--- config.mk ---
export PLATFORM = sky130hd
export DESIGN_NAME = first_fit_region_allocator_top
export DESIGN_NICKNAME = d
export VERILOG_FILES = /design/src/design/ffra_pkg.sv /design/src/design/ffra_datapath.sv /design/src/design/ffra_ctrl.sv /design/src/design/first_fit_region_allocator_top.sv
export SDC_FILE = /design/constraint.sdc
export NUM_CORES = 2
export LEC_CHECK = 0
export ABC_AREA = 1
export BUFFER_PORTS_ARGS = -buffer_cell sky130_fd_sc_hd__buf_2
export CAP_MARGIN = 20
export CORE_MARGIN = 3
export CORE_UTILIZATION = 45
export CTS_BUF_LIST = sky130_fd_sc_hd__clkbuf_4 sky130_fd_sc_hd__clkbuf_8
export DETAILED_ROUTE_END_ITERATION = 10
export PLACE_DENSITY_LB_ADDON = 0.15
export SYNTH_ARGS = -nofsm -noshare
export SYNTH_HDL_FRONTEND = slang
export SYNTH_SLANG_ARGS = --single-unit
--- constraint.sdc ---
create_clock -name clk_i -period 17.6 [get_ports clk_i]
set_input_delay 3.52 -clock clk_i [delete_from_list [all_inputs] [get_ports clk_i]]
set_output_delay 3.52 -clock clk_i [all_outputs]
set_load 0.01 [all_outputs]
--- src/design/ffra_pkg.sv ---
// ffra_pkg: shared types and constants of the first-fit region allocator
// used by ffra_ctrl, ffra_datapath and first_fit_region_allocator_top
package ffra_pkg;

  localparam int unsigned POOL_BYTES  = 65536;
  localparam int unsigned MAX_REGIONS = 32;
  localparam int unsigned IDX_W       = $clog2(MAX_REGIONS);
  localparam int unsigned CNT_W       = IDX_W + 1;
  localparam int unsigned OFF_W       = 16;
  localparam int unsigned LEN_W       = 17;
  localparam int unsigned DCNT_W      = $clog2(LEN_W);

  localparam logic [1:0] KIND_ALLOC = 2'd0;
  localparam logic [1:0] KIND_FREE  = 2'd1;
  localparam logic [1:0] KIND_COUNT = 2'd2;

  typedef enum logic [2:0] {
    ST_OK         = 3'd0,
    ST_NO_SPACE   = 3'd1,
    ST_NOT_FOUND  = 3'd2,
    ST_TABLE_FULL = 3'd3,
    ST_BAD_SIZE   = 3'd4
  } ffra_status_e;

  typedef struct packed {
    logic [1:0]  kind;
    logic [16:0] request_bytes;
    logic [15:0] region_start;
    logic [16:0] unit_bytes;
  } ffra_in_t;

  typedef struct packed {
    ffra_status_e status;
    logic [15:0]  placed_at;
    logic [16:0]  unit_count;
    logic [16:0]  free_bytes;
  } ffra_out_t;

  typedef struct packed {
    logic [OFF_W-1:0] off;
    logic [LEN_W-1:0] len;
  } ffra_entry_t;

  typedef struct packed {
    logic load;
    logic rd_idx;
    logic adv;
    logic sh_top;
    logic rd_dn;
    logic wr_dn;
    logic ins;
    logic free_hit;
    logic rd_up;
    logic wr_up;
    logic rm_end;
    logic div_start;
    logic div_step;
    logic fin;
    ffra_status_e status;
  } ffra_cmd_t;

  typedef struct packed {
    logic [1:0] kind;
    logic       size_bad;
    logic       unit_zero;
    logic       at_end;
    logic       tail_fit;
    logic       gap_fit;
    logic       off_match;
    logic       full;
    logic       sh_at_idx;
    logic       sh_last;
    logic       div_done;
    logic       out_free;
  } ffra_sts_t;

endpackage

--- src/design/ffra_datapath.sv ---
// ffra_datapath: sorted region table memory, scan cursor, byte counter,
// serial divider and output register; depends on ffra_pkg
module ffra_datapath import ffra_pkg::*; (
  input  logic      clk_i,
  input  logic      rst_ni,
  input  ffra_in_t  in_data_i,
  input  ffra_cmd_t cmd_i,
  output ffra_sts_t sts_o,
  output logic      out_valid_o,
  input  logic      out_ready_i,
  output ffra_out_t out_data_o
);

  localparam logic [17:0] Pool18 = 18'(POOL_BYTES);
  localparam logic [CNT_W-1:0] MaxCnt = CNT_W'(MAX_REGIONS);

  ffra_entry_t mem [MAX_REGIONS];
  ffra_entry_t rd_q;
  ffra_in_t    req_q;
  logic [CNT_W-1:0] cnt_q, idx_q, sh_q;
  logic [LEN_W-1:0] cursor_q, used_q;
  logic [15:0]      placed_q;
  logic [LEN_W-1:0] rem_q, quo_q;
  logic [DCNT_W-1:0] dcnt_q;
  logic             out_valid_q;
  ffra_out_t        out_q;

  logic             wr_en, rd_en;
  logic [CNT_W-1:0] wa6, ra6;
  ffra_entry_t      wd;
  logic [17:0]      end_pos;
  logic [17:0]      trial;
  logic [LEN_W:0]   shifted;

  assign end_pos = {1'b0, cursor_q} + {1'b0, req_q.request_bytes};
  assign shifted = {rem_q, quo_q[LEN_W-1]};
  assign trial   = shifted - {1'b0, req_q.unit_bytes};

  assign wr_en = cmd_i.wr_dn | cmd_i.wr_up | cmd_i.ins;
  assign wa6   = cmd_i.ins ? idx_q : sh_q;
  assign wd    = cmd_i.ins ? {cursor_q[OFF_W-1:0], req_q.request_bytes} : rd_q;
  assign rd_en = cmd_i.rd_idx | cmd_i.rd_dn | cmd_i.rd_up;
  always_comb begin
    if (cmd_i.rd_idx) begin
      ra6 = idx_q;
    end else if (cmd_i.rd_dn) begin
      ra6 = sh_q - CNT_W'(1);
    end else begin
      ra6 = sh_q + CNT_W'(1);
    end
  end

  always_ff @(posedge clk_i) begin
    if (wr_en) begin
      mem[wa6[IDX_W-1:0]] <= wd;
    end
    if (rd_en) begin
      rd_q <= mem[ra6[IDX_W-1:0]];
    end
  end

  always_ff @(posedge clk_i) begin
    if (cmd_i.load) begin
      req_q <= in_data_i;
    end
    if (cmd_i.div_start) begin
      rem_q  <= '0;
      quo_q  <= rd_q.len;
      dcnt_q <= '0;
    end else if (cmd_i.div_step) begin
      dcnt_q <= dcnt_q + DCNT_W'(1);
      if (!trial[17]) begin
        rem_q <= trial[LEN_W-1:0];
        quo_q <= {quo_q[LEN_W-2:0], 1'b1};
      end else begin
        rem_q <= shifted[LEN_W-1:0];
        quo_q <= {quo_q[LEN_W-2:0], 1'b0};
      end
    end
  end

  always_ff @(posedge clk_i or negedge rst_ni) begin
    if (!rst_ni) begin
      cnt_q    <= '0;
      idx_q    <= '0;
      sh_q     <= '0;
      cursor_q <= '0;
      used_q   <= '0;
      placed_q <= '0;
    end else begin
      if (cmd_i.load) begin
        idx_q    <= '0;
        cursor_q <= '0;
        placed_q <= '0;
      end
      if (cmd_i.adv) begin
        idx_q    <= idx_q + CNT_W'(1);
        cursor_q <= LEN_W'({1'b0, rd_q.off} + {1'b0, rd_q.len});
      end
      if (cmd_i.sh_top) begin
        sh_q <= cnt_q;
      end
      if (cmd_i.wr_dn) begin
        sh_q <= sh_q - CNT_W'(1);
      end
      if (cmd_i.wr_up) begin
        sh_q <= sh_q + CNT_W'(1);
      end
      if (cmd_i.free_hit) begin
        sh_q   <= idx_q;
        used_q <= used_q - rd_q.len;
      end
      if (cmd_i.ins) begin
        cnt_q    <= cnt_q + CNT_W'(1);
        used_q   <= used_q + req_q.request_bytes;
        placed_q <= cursor_q[15:0];
      end
      if (cmd_i.rm_end) begin
        cnt_q <= cnt_q - CNT_W'(1);
      end
    end
  end

  always_ff @(posedge clk_i or negedge rst_ni) begin
    if (!rst_ni) begin
      out_valid_q <= 1'b0;
    end else if (cmd_i.fin) begin
      out_valid_q <= 1'b1;
    end else if (out_ready_i) begin
      out_valid_q <= 1'b0;
    end
  end

  always_ff @(posedge clk_i) begin
    if (cmd_i.fin) begin
      out_q.status     <= cmd_i.status;
      out_q.placed_at  <= (cmd_i.status == ST_OK && req_q.kind == KIND_ALLOC) ? placed_q : '0;
      out_q.unit_count <= (cmd_i.status == ST_OK && req_q.kind == KIND_COUNT) ? quo_q : '0;
      out_q.free_bytes <= LEN_W'(Pool18 - {1'b0, used_q});
    end
  end

  assign out_valid_o = out_valid_q;
  assign out_data_o  = out_q;

  assign sts_o.kind      = req_q.kind;
  assign sts_o.size_bad  = (req_q.request_bytes == '0) ||
                           ({1'b0, req_q.request_bytes} > Pool18);
  assign sts_o.unit_zero = (req_q.unit_bytes == '0);
  assign sts_o.at_end    = (idx_q == cnt_q);
  assign sts_o.tail_fit  = (end_pos <= Pool18);
  assign sts_o.gap_fit   = ({2'b0, rd_q.off} >= end_pos);
  assign sts_o.off_match = (rd_q.off == req_q.region_start);
  assign sts_o.full      = (cnt_q == MaxCnt);
  assign sts_o.sh_at_idx = (sh_q == idx_q);
  assign sts_o.sh_last   = ((sh_q + CNT_W'(1)) >= cnt_q);
  assign sts_o.div_done  = (dcnt_q == DCNT_W'(LEN_W - 1));
  assign sts_o.out_free  = !out_valid_q || out_ready_i;

  a_cnt_bound : assert property (@(posedge clk_i) disable iff (!rst_ni)
    cnt_q <= MaxCnt) else $error("region count above table size");
  a_used_bound : assert property (@(posedge clk_i) disable iff (!rst_ni)
    {1'b0, used_q} <= Pool18) else $error("bytes in use above pool size");
  a_ins_room : assert property (@(posedge clk_i) disable iff (!rst_ni)
    cmd_i.ins |-> cnt_q < MaxCnt) else $error("insert into full table");
  a_fin_slot : assert property (@(posedge clk_i) disable iff (!rst_ni)
    cmd_i.fin |-> (!out_valid_q || out_ready_i)) else $error("result overwritten");

endmodule

--- src/design/ffra_ctrl.sv ---
// ffra_ctrl: sequencer for scan, insert shift, remove shift and divide
// depends on ffra_pkg; drives ffra_datapath through ffra_cmd_t
module ffra_ctrl import ffra_pkg::*; (
  input  logic      clk_i,
  input  logic      rst_ni,
  input  logic      in_valid_i,
  output logic      in_ready_o,
  input  ffra_sts_t sts_i,
  output ffra_cmd_t cmd_o
);

  localparam logic [3:0] S_IDLE  = 4'd0;
  localparam logic [3:0] S_DEC   = 4'd1;
  localparam logic [3:0] S_SCAN  = 4'd2;
  localparam logic [3:0] S_EVAL  = 4'd3;
  localparam logic [3:0] S_SHRD  = 4'd4;
  localparam logic [3:0] S_SHWR  = 4'd5;
  localparam logic [3:0] S_INS   = 4'd6;
  localparam logic [3:0] S_RMRD  = 4'd7;
  localparam logic [3:0] S_RMWR  = 4'd8;
  localparam logic [3:0] S_RMEND = 4'd9;
  localparam logic [3:0] S_DIV   = 4'd10;
  localparam logic [3:0] S_FIN   = 4'd11;

  logic [3:0]   state_q, state_d;
  ffra_status_e st_q, st_d;

  assign in_ready_o = (state_q == S_IDLE);

  always_comb begin
    state_d = state_q;
    st_d    = st_q;
    cmd_o   = '0;
    cmd_o.status = st_q;
    unique case (state_q)
      S_IDLE: begin
        if (in_valid_i) begin
          cmd_o.load = 1'b1;
          state_d    = S_DEC;
        end
      end
      S_DEC: begin
        state_d = S_SCAN;
        if (sts_i.kind == KIND_ALLOC) begin
          if (sts_i.size_bad) begin
            st_d    = ST_BAD_SIZE;
            state_d = S_FIN;
          end
        end else if (sts_i.kind != KIND_FREE && sts_i.kind != KIND_COUNT) begin
          st_d    = ST_BAD_SIZE;
          state_d = S_FIN;
        end
      end
      S_SCAN: begin
        if (sts_i.at_end) begin
          state_d = S_FIN;
          if (sts_i.kind != KIND_ALLOC) begin
            st_d = ST_NOT_FOUND;
          end else if (!sts_i.tail_fit) begin
            st_d = ST_NO_SPACE;
          end else if (sts_i.full) begin
            st_d = ST_TABLE_FULL;
          end else begin
            cmd_o.sh_top = 1'b1;
            state_d      = S_SHRD;
          end
        end else begin
          cmd_o.rd_idx = 1'b1;
          state_d      = S_EVAL;
        end
      end
      S_EVAL: begin
        if (sts_i.kind == KIND_ALLOC) begin
          if (sts_i.gap_fit) begin
            if (sts_i.full) begin
              st_d    = ST_TABLE_FULL;
              state_d = S_FIN;
            end else begin
              cmd_o.sh_top = 1'b1;
              state_d      = S_SHRD;
            end
          end else begin
            cmd_o.adv = 1'b1;
            state_d   = S_SCAN;
          end
        end else if (sts_i.off_match) begin
          if (sts_i.kind == KIND_FREE) begin
            cmd_o.free_hit = 1'b1;
            state_d        = S_RMRD;
          end else if (sts_i.unit_zero) begin
            st_d    = ST_BAD_SIZE;
            state_d = S_FIN;
          end else begin
            cmd_o.div_start = 1'b1;
            state_d         = S_DIV;
          end
        end else begin
          cmd_o.adv = 1'b1;
          state_d   = S_SCAN;
        end
      end
      S_SHRD: begin
        if (sts_i.sh_at_idx) begin
          state_d = S_INS;
        end else begin
          cmd_o.rd_dn = 1'b1;
          state_d     = S_SHWR;
        end
      end
      S_SHWR: begin
        cmd_o.wr_dn = 1'b1;
        state_d     = S_SHRD;
      end
      S_INS: begin
        cmd_o.ins = 1'b1;
        st_d      = ST_OK;
        state_d   = S_FIN;
      end
      S_RMRD: begin
        if (sts_i.sh_last) begin
          state_d = S_RMEND;
        end else begin
          cmd_o.rd_up = 1'b1;
          state_d     = S_RMWR;
        end
      end
      S_RMWR: begin
        cmd_o.wr_up = 1'b1;
        state_d     = S_RMRD;
      end
      S_RMEND: begin
        cmd_o.rm_end = 1'b1;
        st_d         = ST_OK;
        state_d      = S_FIN;
      end
      S_DIV: begin
        cmd_o.div_step = 1'b1;
        if (sts_i.div_done) begin
          st_d    = ST_OK;
          state_d = S_FIN;
        end
      end
      S_FIN: begin
        if (sts_i.out_free) begin
          cmd_o.fin = 1'b1;
          state_d   = S_IDLE;
        end
      end
      default: begin
        state_d = S_IDLE;
      end
    endcase
  end

  always_ff @(posedge clk_i or negedge rst_ni) begin
    if (!rst_ni) begin
      state_q <= S_IDLE;
      st_q    <= ST_OK;
    end else begin
      state_q <= state_d;
      st_q    <= st_d;
    end
  end

  a_one_write : assert property (@(posedge clk_i) disable iff (!rst_ni)
    $countones({cmd_o.wr_dn, cmd_o.wr_up, cmd_o.ins}) <= 1)
    else $error("two table writes in one cycle");
  a_one_read : assert property (@(posedge clk_i) disable iff (!rst_ni)
    $countones({cmd_o.rd_idx, cmd_o.rd_dn, cmd_o.rd_up}) <= 1)
    else $error("two table reads in one cycle");
  a_fin_idle : assert property (@(posedge clk_i) disable iff (!rst_ni)
    cmd_o.fin |=> state_q == S_IDLE) else $error("no return to idle");

endmodule

--- src/design/first_fit_region_allocator_top.sv ---
// first_fit_region_allocator_top: request and result channels around the
// controller and datapath; depends on ffra_pkg, ffra_ctrl, ffra_datapath
//
// Requests enter on in_valid_i/in_ready_o with an ffra_in_t payload: allocate,
// free or count. Each transaction yields exactly one result transaction on
// out_valid_o/out_ready_i with an ffra_out_t payload (status, placed offset,
// unit count and free bytes after the request).
// Live regions are kept sorted by offset in a table memory with a fill
// count, so no clearing pass follows reset. A request first scans the
// offsets; an allocate then moves regions up for the insertion, a free
// moves regions down, and a count runs a bit-serial divide. The table
// memory's single read and write port sets the pace of scan and shift.
// One request is in flight at a time; in_ready_o is high whenever the
// sequencer is idle, even while a result waits in the output register.
// If the receiver stalls, the finished result holds there and the next
// request waits before its result is written. Reset empties the table
// and sets the byte count to zero.
module first_fit_region_allocator_top import ffra_pkg::*; (
  input  logic      clk_i,
  input  logic      rst_ni,
  input  logic      in_valid_i,
  output logic      in_ready_o,
  input  ffra_in_t  in_data_i,
  output logic      out_valid_o,
  input  logic      out_ready_i,
  output ffra_out_t out_data_o
);

  ffra_cmd_t cmd;
  ffra_sts_t sts;

  ffra_ctrl u_ctrl (
    .clk_i      (clk_i),
    .rst_ni     (rst_ni),
    .in_valid_i (in_valid_i),
    .in_ready_o (in_ready_o),
    .sts_i      (sts),
    .cmd_o      (cmd)
  );

  ffra_datapath u_datapath (
    .clk_i       (clk_i),
    .rst_ni      (rst_ni),
    .in_data_i   (in_data_i),
    .cmd_i       (cmd),
    .sts_o       (sts),
    .out_valid_o (out_valid_o),
    .out_ready_i (out_ready_i),
    .out_data_o  (out_data_o)
  );

endmodule
==> metrics.txt <==
outcome completed; R2R cell count 18; Worst Setup SP u_ctrl.state_q[1]; critical path class reg -> out; Ys Warns 0; area of the core between 100,000 and 150,000 µm²; crit end category primary output; cts-stage hold buffer count 0; Std-Cell Rows 131; power per cell area between 200 and 250 nW/µm²; CTS Buffer Depth 3; # setup viols final 0; CTS buffer count approximately 210; commonest cells after routing, fill and taps aside nand2_1 (1,835), edfxtp_1 (1,211), nand3_1 (739); global-route wire length before repair about 260,000 µm; max_cap viols 0; WHS ~0.48 ns; setup repair bufs after CTS 0; Slew @ Worst Pin about 1.1 ns; fraction of layout cells with a size suffix above 1 11.47%; Final nets 5,876; Worst Hold Depth 2; Syn Std Cell Area 58,620 µm²; fin area approximately 66,000 µm²; drt first pass iters 6; Final TNS setup 0 ns; drt first-iter violations ~4,400; total power between 10 and 15 mW; pre-CTS setup slack about 12 ns; worst hold start u_datapath.rem_q[10]; GRT Total Usage 25.64%; sequential element share of the synthesized area 66.03%; number of synthesized flops with an enable pin 1,211; cell area after placement about 61,000 µm²; Slew HR between 20% and 30%; vias per inst 5.490; Yosys cell types 57; LEAKAGE 25.86 nW; clock skew 0.06260 ns; CP max FO 5; vias in the first global route just under 40,000; dpl cells just over 7,000; post-route ant nets 0; Die Wd roughly 370 µm; post-DP HPWL 96,570 µm; DRC viols 0; Clk pin slew, worst setup/hold paths 0.07 ns; H-tree depth 4; CTS tree built; antenna violations before repair 3; largest net degree at the start of global routing 195; Die ar. roughly 130,000 µm²; Post-synth ARST share under 10%; fin crit period a little under 6 ns; slack of the worst reg-to-reg path approximately 12 ns; commonest non-fill, non-tap cell in the layout nand2_1; Crit path arrival time 2.25 ns; end of the worst hold path u_datapath.rem_q[10]; Clock Latency Late Sink between 0.9 and 1 ns; wirelength, routed roughly 180,000 µm; RSZ-0062 raised after global routing no; Slew Limit Fails 0; IO Count 111; grt ovf 0; Seq cells post-synth around 1,300; peak supply drop around 300 µV; worst min path class reg -> reg; # port buffers 110; Initial Util between 40% and 50%; area delta synth->final 12.07%; Die H 366.9 µm; Clock power frac 19.4%; Resized cells post-CTS 0; cell count after synthesis 5,560; fin cells about 7,600; Logic pwr share between 40 and 50%; startpoint types register; Sw Share a little under half; fmax roughly 170 MHz; r2r endpoint u_datapath.rd_q[17]; Worst Slack Setup Final 11.83 ns; Placer Congestion 0.9380; Hold Fails Final Rpt 0; total number of vias roughly 42,000; Util after Layout roughly 50%; CTS root buf clkbuf_8; Flop pwr share about a third; Net Count, Synth around 5,700; Worst Path Required about 14 ns; period utilization 32.79%; R2R Path Start u_datapath.idx_q[0]; internal power ~7.4 mW; Main synth FF type edfxtp_1; CTS Sinks between 1,000 and 1,500; Avg Cell Area, Syn approximately 11 µm²; Psw ~6.3 mW; routed length per instance between 20 and 25 µm
metal layers:
layer  up-vias  global-route usage (%)  share of wire (%)
li1      19470                       -                  -
met4         2                   8.980                3.4
met5         -                       0              0.064
met3       348                   4.747                8.2
met2      1746                   40.66                 46
met1     20300                   35.50                 42
Yosys cell counts (3+ instances only):
master / instances / area [µm²]
nand2_2: 4 / 25.02
and2_1: 3 / 18.77
a21oi_1: 94 / 470.5
fa_1: 5 / 100.1
nor3_1: 27 / 135.1
buf_4: 21 / 157.7
inv_2: 11 / 41.29
o31ai_1: 11 / 82.58
edfxtp_1: 1211 / 36360
nor2_2: 3 / 18.77
nand4_1: 190 / 1189
nand3b_1: 3 / 22.52
buf_6: 3 / 33.78
o211ai_1: 23 / 172.7
inv_1: 416 / 1562
nand3_1: 739 / 3699
a21boi_0: 5 / 37.54
buf_1: 7 / 26.28
buf_2: 158 / 790.8
o21ai_1: 8 / 40.04
or2_2: 11 / 68.82
ha_1: 102 / 1276
o21ai_0: 119 / 595.6
xor2_1: 56 / 490.5
o221ai_1: 3 / 26.28
a31oi_1: 7 / 43.79
dfxtp_1: 22 / 440.4
a21o_1: 3 / 22.52
o22ai_1: 33 / 206.5
xnor2_1: 33 / 289.0
o21bai_1: 6 / 45.04
clkbuf_1: 87 / 326.6
dfrtp_1: 76 / 1902
o2111ai_1: 3 / 26.28
nand2_1: 1836 / 6892
nor2_1: 191 / 716.9
nor4_1: 6 / 37.54
registers in the layout, summed over array words and instances (netlist names), 4 cells and up:
register and flops:
u_datapath.rem_q 17, u_datapath.idx_q 6, u_datapath.mem 1056, u_ctrl.state_q 4
u_datapath.quo_q 17, u_datapath.cnt_q 6, u_datapath.sh_q 6, u_datapath.cursor_q 17
u_datapath.placed_q 16, u_datapath.req_q 50, u_datapath.used_q 17, u_datapath.dcnt_q 5
u_datapath.rd_q 33, u_datapath.out_data_o 53
critical path, stage by stage (launching register included):
cell     delay [ns]
dfrtp_1        0.44
nor2_1         0.15
inv_1          0.08
nor2_1         0.43
buf_2          0.23
how the worst max path moves through the flow:
| stage | endpoint |
|---|---|
| 6_report | in_ready_o |
| 5_1_grt | in_ready_o |
| 2_1_floorplan | u_datapath.placed_q[10] |
| 4_1_cts | in_ready_o |
| 3_5_place_dp | u_datapath.cursor_q[11] |
| 3_3_place_gp | u_datapath.idx_q[0] |
power groups by stage:
| stage | registers [mW] | clock network (mW) | logic [mW] |
|---|---|---|---|
| after floorplan | 4.41 | 0 | 4.52 |
| after global placement | 4.55 | 0 | 6.40 |
| after detailed placement | 4.55 | 0 | 6.48 |
| after CTS | 4.49 | 2.72 | 6.50 |
| after global routing | 4.50 | 2.85 | 7.30 |
| final | 4.49 | 2.67 | 6.58 |
cell families (layout without fill, tap and decap cells):
| group | after synthesis | count (layout) | share of synthesized area [%] |
|---|---|---|---|
| other cells | 0 | 4 | 0 |
| fa+ha+maj | 107 | 107 | 2.348 |
| mux | 2 | 2 | 0.03628 |
| compound gates | 326 | 326 | 3.206 |
| flops | 1309 | 1309 | 66.03 |
| simple gates | 3022 | 3022 | 22.00 |
| buf+inv | 704 | 1036 | 5.018 |
| xor+xnor | 90 | 90 | 1.358 |
cell type report:
type                    instances  area, µm²
diodes                          4      10.01
repair buffers                214       1476
well taps                    1729       2163
flip-flops and latches       1309      38710
fillers                     11630      62810
inverters                     428       1620
clock inverters                69      437.9
clock buffers                 325       3847
multi-input cells            3547      17430
(Power assumes the default switching activity.)
